### config.mk
export PLATFORM = sky130hd
export DESIGN_NAME = sha256_stream_hasher
export DESIGN_NICKNAME = d
export VERILOG_FILES = /design/src/hw/rtl/shs_pkg.sv /design/src/hw/rtl/sha256_stream_hasher.sv /design/src/hw/rtl/shs_core.sv
export SDC_FILE = /design/constraint.sdc
export NUM_CORES = 2
export LEC_CHECK = 0
export BUFFER_PORTS_ARGS = -buffer_cell sky130_fd_sc_hd__buf_2
export CAP_MARGIN = 20
export CORE_UTILIZATION = 59
export CTS_CLUSTER_DIAMETER = 60
export DETAILED_ROUTE_END_ITERATION = 10
export GPL_ROUTABILITY_DRIVEN = 0
export HOLD_SLACK_MARGIN = 0.05
export PLACE_DENSITY_LB_ADDON = 0.12
export SYNTH_ARGS = -nofsm -noshare
export SYNTH_HDL_FRONTEND = slang
export SYNTH_HIERARCHICAL = 1
export SYNTH_SLANG_ARGS = --single-unit
### constraint.sdc
create_clock -name clk_i -period 9 [get_ports clk_i]
set_input_delay 2.7 -clock clk_i [delete_from_list [all_inputs] [get_ports clk_i]]
set_output_delay 2.7 -clock clk_i [all_outputs]
set_load 0.005 [all_outputs]
### src/hw/rtl/shs_pkg.sv
`timescale 1ns / 1ps

package shs_pkg;

  localparam int unsigned WordW      = 32;
  localparam int unsigned NumWords   = 8;
  localparam int unsigned WindowW    = 512;

  // Input action codes. The unused code behaves as a finish without byte.
  localparam logic [1:0] ACT_ABSORB     = 2'd0;
  localparam logic [1:0] ACT_ABSORB_FIN = 2'd1;
  localparam logic [1:0] ACT_FINISH     = 2'd2;

  localparam logic [7:0]  PadMarker     = 8'h80;
  localparam logic [5:0]  LenFieldStart = 6'd56;
  localparam logic [5:0]  LastByteSlot  = 6'd63;
  localparam logic [5:0]  LastRound     = 6'd63;
  localparam logic [2:0]  LastWordIdx   = 3'd7;
  localparam logic [63:0] BlockBits     = 64'd512;

  typedef logic [WordW-1:0] word_t;

  typedef struct packed {
    logic [1:0] action;
    logic [7:0] data_byte;
  } in_beat_t;

  typedef struct packed {
    logic [31:0] digest_word;
    logic [2:0]  word_index;
    logic        last_word;
  } out_beat_t;

  // Control from the sequencer to the round unit.
  typedef struct packed {
    logic       shift_byte;
    logic [7:0] byte_val;
    logic       load_vars;
    logic       run_round;
    logic [5:0] round;
  } core_ctrl_t;

  function automatic word_t initial_hash(input logic [2:0] idx);
    word_t r;
    case (idx)
      3'd0:    r = 32'h6a09e667;
      3'd1:    r = 32'hbb67ae85;
      3'd2:    r = 32'h3c6ef372;
      3'd3:    r = 32'ha54ff53a;
      3'd4:    r = 32'h510e527f;
      3'd5:    r = 32'h9b05688c;
      3'd6:    r = 32'h1f83d9ab;
      default: r = 32'h5be0cd19;
    endcase
    return r;
  endfunction

  function automatic word_t round_const(input logic [5:0] idx);
    word_t r;
    case (idx)
      6'd0:  r = 32'h428a2f98;  6'd1:  r = 32'h71374491;
      6'd2:  r = 32'hb5c0fbcf;  6'd3:  r = 32'he9b5dba5;
      6'd4:  r = 32'h3956c25b;  6'd5:  r = 32'h59f111f1;
      6'd6:  r = 32'h923f82a4;  6'd7:  r = 32'hab1c5ed5;
      6'd8:  r = 32'hd807aa98;  6'd9:  r = 32'h12835b01;
      6'd10: r = 32'h243185be;  6'd11: r = 32'h550c7dc3;
      6'd12: r = 32'h72be5d74;  6'd13: r = 32'h80deb1fe;
      6'd14: r = 32'h9bdc06a7;  6'd15: r = 32'hc19bf174;
      6'd16: r = 32'he49b69c1;  6'd17: r = 32'hefbe4786;
      6'd18: r = 32'h0fc19dc6;  6'd19: r = 32'h240ca1cc;
      6'd20: r = 32'h2de92c6f;  6'd21: r = 32'h4a7484aa;
      6'd22: r = 32'h5cb0a9dc;  6'd23: r = 32'h76f988da;
      6'd24: r = 32'h983e5152;  6'd25: r = 32'ha831c66d;
      6'd26: r = 32'hb00327c8;  6'd27: r = 32'hbf597fc7;
      6'd28: r = 32'hc6e00bf3;  6'd29: r = 32'hd5a79147;
      6'd30: r = 32'h06ca6351;  6'd31: r = 32'h14292967;
      6'd32: r = 32'h27b70a85;  6'd33: r = 32'h2e1b2138;
      6'd34: r = 32'h4d2c6dfc;  6'd35: r = 32'h53380d13;
      6'd36: r = 32'h650a7354;  6'd37: r = 32'h766a0abb;
      6'd38: r = 32'h81c2c92e;  6'd39: r = 32'h92722c85;
      6'd40: r = 32'ha2bfe8a1;  6'd41: r = 32'ha81a664b;
      6'd42: r = 32'hc24b8b70;  6'd43: r = 32'hc76c51a3;
      6'd44: r = 32'hd192e819;  6'd45: r = 32'hd6990624;
      6'd46: r = 32'hf40e3585;  6'd47: r = 32'h106aa070;
      6'd48: r = 32'h19a4c116;  6'd49: r = 32'h1e376c08;
      6'd50: r = 32'h2748774c;  6'd51: r = 32'h34b0bcb5;
      6'd52: r = 32'h391c0cb3;  6'd53: r = 32'h4ed8aa4a;
      6'd54: r = 32'h5b9cca4f;  6'd55: r = 32'h682e6ff3;
      6'd56: r = 32'h748f82ee;  6'd57: r = 32'h78a5636f;
      6'd58: r = 32'h84c87814;  6'd59: r = 32'h8cc70208;
      6'd60: r = 32'h90befffa;  6'd61: r = 32'ha4506ceb;
      6'd62: r = 32'hbef9a3f7;  default: r = 32'hc67178f2;
    endcase
    return r;
  endfunction

endpackage

### src/hw/rtl/sha256_stream_hasher.sv
`timescale 1ns / 1ps

// Channel   Direction  Handshake               Beat contents
// in        in         in_valid_i/in_ready_o   action, data_byte
// out       out        out_valid_o/out_ready_i digest_word, word_index, last_word
//
// A byte that does not complete a block or finish the message leaves the input
// ready. The 64th byte of a block starts the round unit: it runs the 64 rounds,
// then a fold step adds the result into the hash words.
// A finish pushes padding and length bytes one per cycle (up to 64 per block,
// one or two blocks, each followed by compression), then offers the eight
// digest words as eight output beats.
// Reset loads the initial hash values and clears the counters; no clearing
// pass is needed. The input is not ready from the 64th byte of a block until its
// result is added into the hash words or, after a finish, until the last
// digest beat is taken; a stalled output simply holds.
module sha256_stream_hasher (
  input  logic               clk_i,
  input  logic               rst_ni,
  input  logic               in_valid_i,
  output logic               in_ready_o,
  input  shs_pkg::in_beat_t  in_data_i,
  output logic               out_valid_o,
  input  logic               out_ready_i,
  output shs_pkg::out_beat_t out_data_o
);

  localparam logic [2:0] ST_IDLE = 3'd0;
  localparam logic [2:0] ST_PAD  = 3'd1;
  localparam logic [2:0] ST_COMP = 3'd2;
  localparam logic [2:0] ST_FOLD = 3'd3;
  localparam logic [2:0] ST_OUT  = 3'd4;

  logic [2:0]  state_q, state_d;
  logic [5:0]  fill_q, fill_d;
  logic [63:0] bit_total_q, bit_total_d;
  logic [63:0] len_q, len_d;
  logic        fin_q, fin_d;
  logic        marker_q, marker_d;
  logic        lenmode_q, lenmode_d;
  logic [5:0]  round_q, round_d;
  logic [2:0]  out_idx_q, out_idx_d;

  shs_pkg::word_t [shs_pkg::NumWords-1:0] hash_q, hash_d, vars;
  shs_pkg::core_ctrl_t                    ctrl;

  logic in_acc, out_acc, has_byte, wants_fin;

  assign in_ready_o  = (state_q == ST_IDLE);
  assign out_valid_o = (state_q == ST_OUT);
  assign in_acc      = in_valid_i & in_ready_o;
  assign out_acc     = out_valid_o & out_ready_i;

  // Action codes other than the two absorbing ones carry no byte.
  assign has_byte  = (in_data_i.action == shs_pkg::ACT_ABSORB) ||
                     (in_data_i.action == shs_pkg::ACT_ABSORB_FIN);
  assign wants_fin = (in_data_i.action != shs_pkg::ACT_ABSORB);

  assign out_data_o.digest_word = hash_q[out_idx_q];
  assign out_data_o.word_index  = out_idx_q;
  assign out_data_o.last_word   = (out_idx_q == shs_pkg::LastWordIdx);

  shs_core u_core (
    .clk_i  (clk_i),
    .ctrl_i (ctrl),
    .hash_i (hash_q),
    .vars_o (vars)
  );

  always_comb begin
    state_d     = state_q;
    fill_d      = fill_q;
    bit_total_d = bit_total_q;
    len_d       = len_q;
    fin_d       = fin_q;
    marker_d    = marker_q;
    lenmode_d   = lenmode_q;
    round_d     = round_q;
    out_idx_d   = out_idx_q;
    hash_d      = hash_q;
    ctrl        = '0;
    ctrl.round  = round_q;

    case (state_q)
      ST_IDLE: begin
        if (in_acc) begin
          fin_d     = wants_fin;
          marker_d  = 1'b0;
          lenmode_d = 1'b0;
          if (has_byte) begin
            ctrl.shift_byte = 1'b1;
            ctrl.byte_val   = in_data_i.data_byte;
            fill_d          = fill_q + 6'd1;
            if (fill_q == shs_pkg::LastByteSlot) begin
              // The block is full: the length only counts completed blocks here.
              bit_total_d    = bit_total_q + shs_pkg::BlockBits;
              ctrl.load_vars = 1'b1;
              round_d        = '0;
              state_d        = ST_COMP;
            end else if (wants_fin) begin
              state_d = ST_PAD;
            end
          end else begin
            state_d = ST_PAD;
          end
        end
      end

      ST_PAD: begin
        // One padding byte per cycle: the marker, then zeros, then the length.
        ctrl.shift_byte = 1'b1;
        fill_d          = fill_q + 6'd1;
        if (!marker_q) begin
          ctrl.byte_val = shs_pkg::PadMarker;
          marker_d      = 1'b1;
          len_d         = bit_total_q + {55'd0, fill_q, 3'd0};
        end else if (lenmode_q || (fill_q == shs_pkg::LenFieldStart)) begin
          ctrl.byte_val = len_q[63:56];
          len_d         = {len_q[55:0], 8'h00};
          lenmode_d     = 1'b1;
        end else begin
          ctrl.byte_val = 8'h00;
        end
        if (fill_q == shs_pkg::LastByteSlot) begin
          ctrl.load_vars = 1'b1;
          round_d        = '0;
          state_d        = ST_COMP;
        end
      end

      ST_COMP: begin
        ctrl.run_round = 1'b1;
        round_d        = round_q + 6'd1;
        if (round_q == shs_pkg::LastRound) begin
          state_d = ST_FOLD;
        end
      end

      ST_FOLD: begin
        for (int i = 0; i < shs_pkg::NumWords; i++) begin
          hash_d[i] = hash_q[i] + vars[i];
        end
        if (!fin_q) begin
          state_d = ST_IDLE;
        end else if (lenmode_q) begin
          out_idx_d = '0;
          state_d   = ST_OUT;
        end else begin
          state_d = ST_PAD;
        end
      end

      ST_OUT: begin
        if (out_acc) begin
          out_idx_d = out_idx_q + 3'd1;
          if (out_idx_q == shs_pkg::LastWordIdx) begin
            for (int i = 0; i < shs_pkg::NumWords; i++) begin
              hash_d[i] = shs_pkg::initial_hash(3'(i));
            end
            bit_total_d = '0;
            fin_d       = 1'b0;
            state_d     = ST_IDLE;
          end
        end
      end

      default: begin
        state_d = ST_IDLE;
      end
    endcase
  end

  always_ff @(posedge clk_i or negedge rst_ni) begin
    if (!rst_ni) begin
      state_q     <= ST_IDLE;
      fill_q      <= '0;
      bit_total_q <= '0;
      len_q       <= '0;
      fin_q       <= 1'b0;
      marker_q    <= 1'b0;
      lenmode_q   <= 1'b0;
      round_q     <= '0;
      out_idx_q   <= '0;
      for (int i = 0; i < shs_pkg::NumWords; i++) begin
        hash_q[i] <= shs_pkg::initial_hash(3'(i));
      end
    end else begin
      state_q     <= state_d;
      fill_q      <= fill_d;
      bit_total_q <= bit_total_d;
      len_q       <= len_d;
      fin_q       <= fin_d;
      marker_q    <= marker_d;
      lenmode_q   <= lenmode_d;
      round_q     <= round_d;
      out_idx_q   <= out_idx_d;
      hash_q      <= hash_d;
    end
  end

  // The length field is only ever written after the marker byte.
  a_len_after_marker: assert property (@(posedge clk_i) disable iff (!rst_ni)
    lenmode_q |-> marker_q)
    else $error("length bytes started before the pad marker");

  // Compression starts only after the last byte slot of a block was filled.
  a_comp_on_full: assert property (@(posedge clk_i) disable iff (!rst_ni)
    (state_q == ST_COMP) && (round_q == 6'd0) |-> $past(fill_q) == shs_pkg::LastByteSlot)
    else $error("compression started on a partial block");

  // The hash is folded only after all 64 rounds.
  a_fold_after_rounds: assert property (@(posedge clk_i) disable iff (!rst_ni)
    (state_q == ST_FOLD) |->
      ($past(state_q) == ST_COMP) && ($past(round_q) == shs_pkg::LastRound))
    else $error("hash folded before the last round");

  // The digest is offered only with the final block complete.
  a_out_block_done: assert property (@(posedge clk_i) disable iff (!rst_ni)
    out_valid_o |-> (fill_q == 6'd0) && lenmode_q && fin_q)
    else $error("digest offered with padding incomplete");

  // After the last digest beat the block is back at the initial state.
  a_restart: assert property (@(posedge clk_i) disable iff (!rst_ni)
    out_acc && out_data_o.last_word |=>
      in_ready_o && (bit_total_q == 64'd0) && (hash_q[0] == shs_pkg::initial_hash(3'd0)))
    else $error("hash state not restored after the digest");

endmodule

### src/hw/rtl/shs_core.sv
`timescale 1ns / 1ps

// One SHA-256 round per cycle while run_round is set. The 512-bit window first collects the block
// bytes and then serves as the rolling 16-word message schedule.
module shs_core (
  input  logic                                           clk_i,
  input  shs_pkg::core_ctrl_t                            ctrl_i,
  input  shs_pkg::word_t [shs_pkg::NumWords-1:0]         hash_i,
  output shs_pkg::word_t [shs_pkg::NumWords-1:0]         vars_o
);

  logic [shs_pkg::WindowW-1:0]            window_q, window_d;
  shs_pkg::word_t [shs_pkg::NumWords-1:0] vars_q, vars_d;

  shs_pkg::word_t w_cur, w_1, w_9, w_14, w_new;
  shs_pkg::word_t s0_w, s1_w, s0_v, s1_v, ch, maj, t1, t2;

  function automatic shs_pkg::word_t ror(input shs_pkg::word_t v, input int unsigned n);
    return (v >> n) | (v << (32 - n));
  endfunction

  // Word i of the window sits at the top end for i = 0.
  assign w_cur = window_q[511:480];
  assign w_1   = window_q[479:448];
  assign w_9   = window_q[223:192];
  assign w_14  = window_q[63:32];

  assign s0_w  = ror(w_1, 7) ^ ror(w_1, 18) ^ (w_1 >> 3);
  assign s1_w  = ror(w_14, 17) ^ ror(w_14, 19) ^ (w_14 >> 10);
  assign w_new = s1_w + w_9 + s0_w + w_cur;

  assign s1_v = ror(vars_q[4], 6) ^ ror(vars_q[4], 11) ^ ror(vars_q[4], 25);
  assign ch   = (vars_q[4] & vars_q[5]) ^ (~vars_q[4] & vars_q[6]);
  assign s0_v = ror(vars_q[0], 2) ^ ror(vars_q[0], 13) ^ ror(vars_q[0], 22);
  assign maj  = (vars_q[0] & vars_q[1]) ^ (vars_q[0] & vars_q[2]) ^
                (vars_q[1] & vars_q[2]);
  assign t1   = vars_q[7] + s1_v + ch + shs_pkg::round_const(ctrl_i.round) + w_cur;
  assign t2   = s0_v + maj;

  always_comb begin
    window_d = window_q;
    if (ctrl_i.shift_byte) begin
      window_d = {window_q[503:0], ctrl_i.byte_val};
    end else if (ctrl_i.run_round) begin
      window_d = {window_q[479:0], w_new};
    end
  end

  always_comb begin
    vars_d = vars_q;
    if (ctrl_i.load_vars) begin
      vars_d = hash_i;
    end else if (ctrl_i.run_round) begin
      vars_d[7] = vars_q[6];
      vars_d[6] = vars_q[5];
      vars_d[5] = vars_q[4];
      vars_d[4] = vars_q[3] + t1;
      vars_d[3] = vars_q[2];
      vars_d[2] = vars_q[1];
      vars_d[1] = vars_q[0];
      vars_d[0] = t1 + t2;
    end
  end

  always_ff @(posedge clk_i) begin
    window_q <= window_d;
    vars_q   <= vars_d;
  end

  assign vars_o = vars_q;

endmodule
**After elaboration in Yosys (flattened, before gate mapping)**

Memories as Yosys holds them, arrays and structs flattened.
Cells that the tools add are included.

- Register bits: 1173
- Latch bits: 0
- Bits in writable memories: 0
- Bits in read-only memories: 2048
- Input bits: 14
- Output and inout bits: 38
- Memories: 1

Memory list:

| memory | depth | bits a word | rd ports | clocked after memory_dff | wr ports | RTL line | text |
|---|---|---|---|---|---|---|---|
| (no name shown) | 64 | 32 | 1 | 0 | 0 | shs_pkg.sv:60 | `case (idx)` |

- $add $sub $neg: 23
- Multiply operators: 0
- Divide/modulo/power cells: 0
- $lt $le $gt $ge: 1
- Equality and inequality tests: 22
- Shift-type cells: 0
- Muxes and demuxes: 55
- Bitwise gates (word level): 29
- Reductions and logical operators: 21

Operators by type and width:

| kind | count |
|---|---|
| two-way mux 256 bit | 4 |
| two-way mux 512 bit | 2 |
| adder 32 bit | 18 |
| case mux 256 bit (2 select lines) | 1 |
| two-way mux 64 bit | 7 |
| bitwise XOR 32 bit | 9 |
| AND 32 bit | 5 |
| case mux 64 bit (2 select lines) | 1 |
| binary-select mux 32 bit (select 3 bit) | 1 |
| adder 64 x 10 -> 64 bit, second input constant | 1 |
| adder 64 x 9 -> 64 bit | 1 |
| two-way mux 3 bit | 13 |
| two-way mux 32 bit | 1 |
| NOT 32 bit | 1 |
| OR 10 x 32 -> 32 bit | 1 |
| OR 13 x 32 -> 32 bit | 1 |
| OR 14 x 32 -> 32 bit | 1 |
| OR 15 x 32 -> 32 bit | 1 |
| OR 19 x 32 -> 32 bit | 1 |
| OR 21 x 32 -> 32 bit | 1 |
| OR 25 x 32 -> 32 bit | 1 |
| OR 26 x 32 -> 32 bit | 1 |
| OR 30 x 32 -> 32 bit | 1 |
| OR 7 x 32 -> 32 bit | 1 |
| other kinds (33) | 76 |

**Depth between registers and ports, before layout**

- Depth after elaboration: 10
- Depth in mapped cells: 39

**By module**

Netlist, hierarchy kept.

By module, submodules not included:

| module | times used | cells an instance | area each (sq um) |
|---|---|---|---|
| shs_core | 1 | 3955 | 48701.7 |
| sha256_stream_hasher | 1 | 3294 | 29888.7 |

**Least setup slack after synthesis**

Ideal clock, no wire load.

- Path kind: input to register
- Start point: input in_valid_i
- End point: register u_core/window_q[0] in the netlist's numbering (enable)
- Library setup time: 0.668 ns
- Arrival time: 10.250 ns
- Required time: 8.332 ns
- Path slack: -1.917 ns
- Cell stages on the path: 6
- Cells stage by stage: nand2_1 > o21ai_1 > clkbuf_1 > clkbuf_1 > clkbuf_1 > or2_2

RTL lines:

| what | RTL line | text |
|---|---|---|
| from (decl) | sha256_stream_hasher.sv:20 | `input logic in_valid_i,` |
| to (signal assigned) | shs_core.sv:66 | `window_q <= window_d;` |
| to (decl) | shs_core.sv:12 | `logic [shs_pkg::WindowW-1:0] window_q, window_d;` |

==> impl_results.md <==
* Starting Density at 0.596
* Most used DFF post-synth: edfxtp_1
* Std cell rows at 133
* Layout fillers at 10400
* Vias in the first global route at 54500
* Synth Instances at 7249
* Final critical path time including I/O delays and setup at 8520 ps
* CP Depth at 32
* Maximum clock path buffer count at 3
* Number of hold buffers added after CTS at 0
* Crit path kind: register to register
* Total global-route track usage at 0.328
* Number of setup buffers added after CTS at 0
* Crit-path leading delay family: compound AO/OA/AOI/OAI gates
* Width of the die at 367 um
* Buffering stage count on the worst path with inverters included at 2
* Top cells by area, synth: edfxtp_1 29%, mux2_2 10%, dfrtp_1 8.2%
* Required time at the worst-slack endpoint at 9500 ps
* Clock network latency to the later pin of the worst-skew pair at 790 ps
* Startpoint Class: register
* Die Area at 135000 um^2
* Initial antenna violation count at 6
* Worst Hold Slack at 508 ps
* Worst setup slack for register-to-register paths at 480 ps
* Post-Synthesis Mean Instance Area at 10.8 um^2
* Dominant cell type by area after synthesis: edfxtp_1
* Pin slew with the least headroom to its limit at 1210 ps
* Resized cells post-CTS at 0
* Floorplan Core Area at 132000 um^2
* Total DRC errors in the routed layout at 0
* Number of port buffers at 51
* Post-route fraction of the period consumed by the critical path at 0.947
* Post-Syn Area at 78600 um^2
* Num CTS Buffers at 136
* Share of layout cells above drive strength 1 at 0.183
* Finished Layout Cells at 9002
* Number of flops mapped to enable cells by yosys at 768
* HPWL Detailed at 163000 um
* Launch point of the critical path: round_q[0]$_DFFE_PN0P_
* Skew final at 27.6 ps
* Grt total ovfl at 0
* Final routed wirelength across all metal layers at 225000 um
* Clock root buffer master: clkbuf_16
* Share of the synthesized area in the top cell type at 0.293
* Final hold violation count at 0
* Post-DR wirelength/cell at 25.0 um
* Number of nets with antenna violations after detailed routing at 0
* DRC violation total after the first TritonRoute iteration at 7162
* RSZ-0062 raised after global routing: no
* Worst relative slew slack at 0.195
* Placed insts at 8753
* Worst r2r path cells at 32
* Via density per instance at 6.45
* Commonest cells post-synth: 768 x edfxtp_1, 717 x mux2_2, 515 x a21oi_1, 511 x o21ai_0, 469 x nand2_1
* Slowest stage cell on the critical path: ha_1
* Max stage delay on crit path at 660 ps
* Io pins at 52
* Clock input transition at the sequential cells of the worst setup and hold paths at 60 ps
* Largest driver fanout on the critical path at 15
* Part of the Yosys area used for sequential elements at 0.421
* Net Count, Synth at 7854
* Total negative slack for setup checks at 0 ps
* Maxcap violations at 0
* Final setup viols at 0
* Library cell with the highest instance count after synthesis: edfxtp_1
* End of the critical path: u_core/vars_o[30]$_DFFE_PP_
* CTS sink count at 1162
* Layout Area Growth over Synthesis at 7.93%
* Data arrival at the endpoint of the critical path at 9020 ps
* Max-slew violation count at 0
* FF-to-FF End: u_core/vars_o[30]$_DFFE_PP_
* Number of different library cells in the post-synthesis netlist at 110
* Fmax at 117 MHz
* Detailed Routing Iterations Pass 1 at 9
* CTS tree: built
* Run status: finished, final reports clean
* Total via count after detailed routing at 58100
* Startpoint of the most critical register-to-register path: round_q[0]$_DFFE_PN0P_
* Maximum number of pins on one net before global-route repair at 232
* Kind of end point of the critical path: register
* Number of synthesized register bits at 1162
* Antenna cell count at 0
* Min-delay worst type: register to register
* Share of synthesized registers carrying an async set or reset at 0.339
* H-tree Lvls at 4
* First-pass GRT wire length at 337000 um
* Total Nets Final at 7743
* Vertical die dimension at 367 um
* Total number of yosys warnings at 6
[layout by cell type (no fill, tap or decap), drive strengths merged, types with 268 or more instances in the layout]
master,Yosys,routed
nand2,469,469
a21oi,519,519
xnor2,341,341
nor2,406,406
o21ai,534,534
mux2,717,717
ha,396,396
edfxtp,768,768
xor2,268,268
inv,434,443
[registers in the layout, indices dropped and copies added (netlist names)]
register / flops
bit_total_q: 55
len_q: 62
state_q: 3
lenmode_q: 1
fill_q: 6
u_core/vars_o: 256
out_idx_q: 3
hash_q: 256
marker_q: 1
fin_q: 1
u_core/window_q: 512
round_q: 6
[worst reg2reg max path: cells and delay by family, from the launching register on]
family,cells,cell delay [ps]
DFF,1,370
AOI/OAI and AO/OA,18,3600
adders and majority gates,7,3250
and+or+nand+nor,3,320
xor gates and xnor gates,2,360
buffers and inverters,2,310
[cell type report]
type | count | area, um^2 | share of cell area
Timing Repair Buffer | 116 | 911 | 0.0107
Sequential cell | 1162 | 33100 | 0.390
Clock buffer | 179 | 3680 | 0.0434
Inverter | 434 | 1630 | 0.0192
Multi-Input combinational cell | 5288 | 42600 | 0.502
Tap cell | 1755 | 2200 | 0.0259
Clock inverter | 68 | 728 | 0.00859
[stage by stage]
step | instance area, um^2 | worst slack (ps) | utilization
finish | 84800 | 477 | 0.644
global route | 84800 | 121 | 0.644
CTS | 84800 | 762 | 0.643
detailed placement | 80400 | 818 | 0.610
global placement | 80400 | 905 | 0.610
floorplan | 78600 | 691 | -
[per-layer routing]
metal,share of wire,global-route usage
met1,0.43,0.471
met2,0.43,0.479
met3,0.097,0.0749
met4,0.045,0.133
met5,0.000049,0
[cell families after synthesis]
logic type / after synthesis / share of synthesized area
AND/OR/NAND/NOR: 1447 / 0.0861
XOR/XNOR: 609 / 0.0681
multiplexers: 860 / 0.132
buffers and inverters: 799 / 0.0385
AO/OA/AOI/OAI: 1760 / 0.139
adder cells (fa/ha/maj): 612 / 0.115
flip-flops: 1162 / 0.421
[worst min path at each step]
stage / from / to / depth (start not counted)
finish: bit_total_q[17]$_DFFE_PN0P_ / bit_total_q[17]$_DFFE_PN0P_ / 1
detailed placement: bit_total_q[17]$_DFFE_PN0P_ / bit_total_q[17]$_DFFE_PN0P_ / 1
floorplan: bit_total_q[17]$_DFFE_PN0P_ / bit_total_q[17]$_DFFE_PN0P_ / 1
CTS: bit_total_q[17]$_DFFE_PN0P_ / bit_total_q[17]$_DFFE_PN0P_ / 1
global route: hash_q[184]$_DFFE_PN1P_ / hash_q[184]$_DFFE_PN1P_ / 2
global placement: bit_total_q[17]$_DFFE_PN0P_ / bit_total_q[17]$_DFFE_PN0P_ / 1
Power is not shown: default switching activity piles up to over one toggle a cycle in this logic, so the estimate is an artifact.
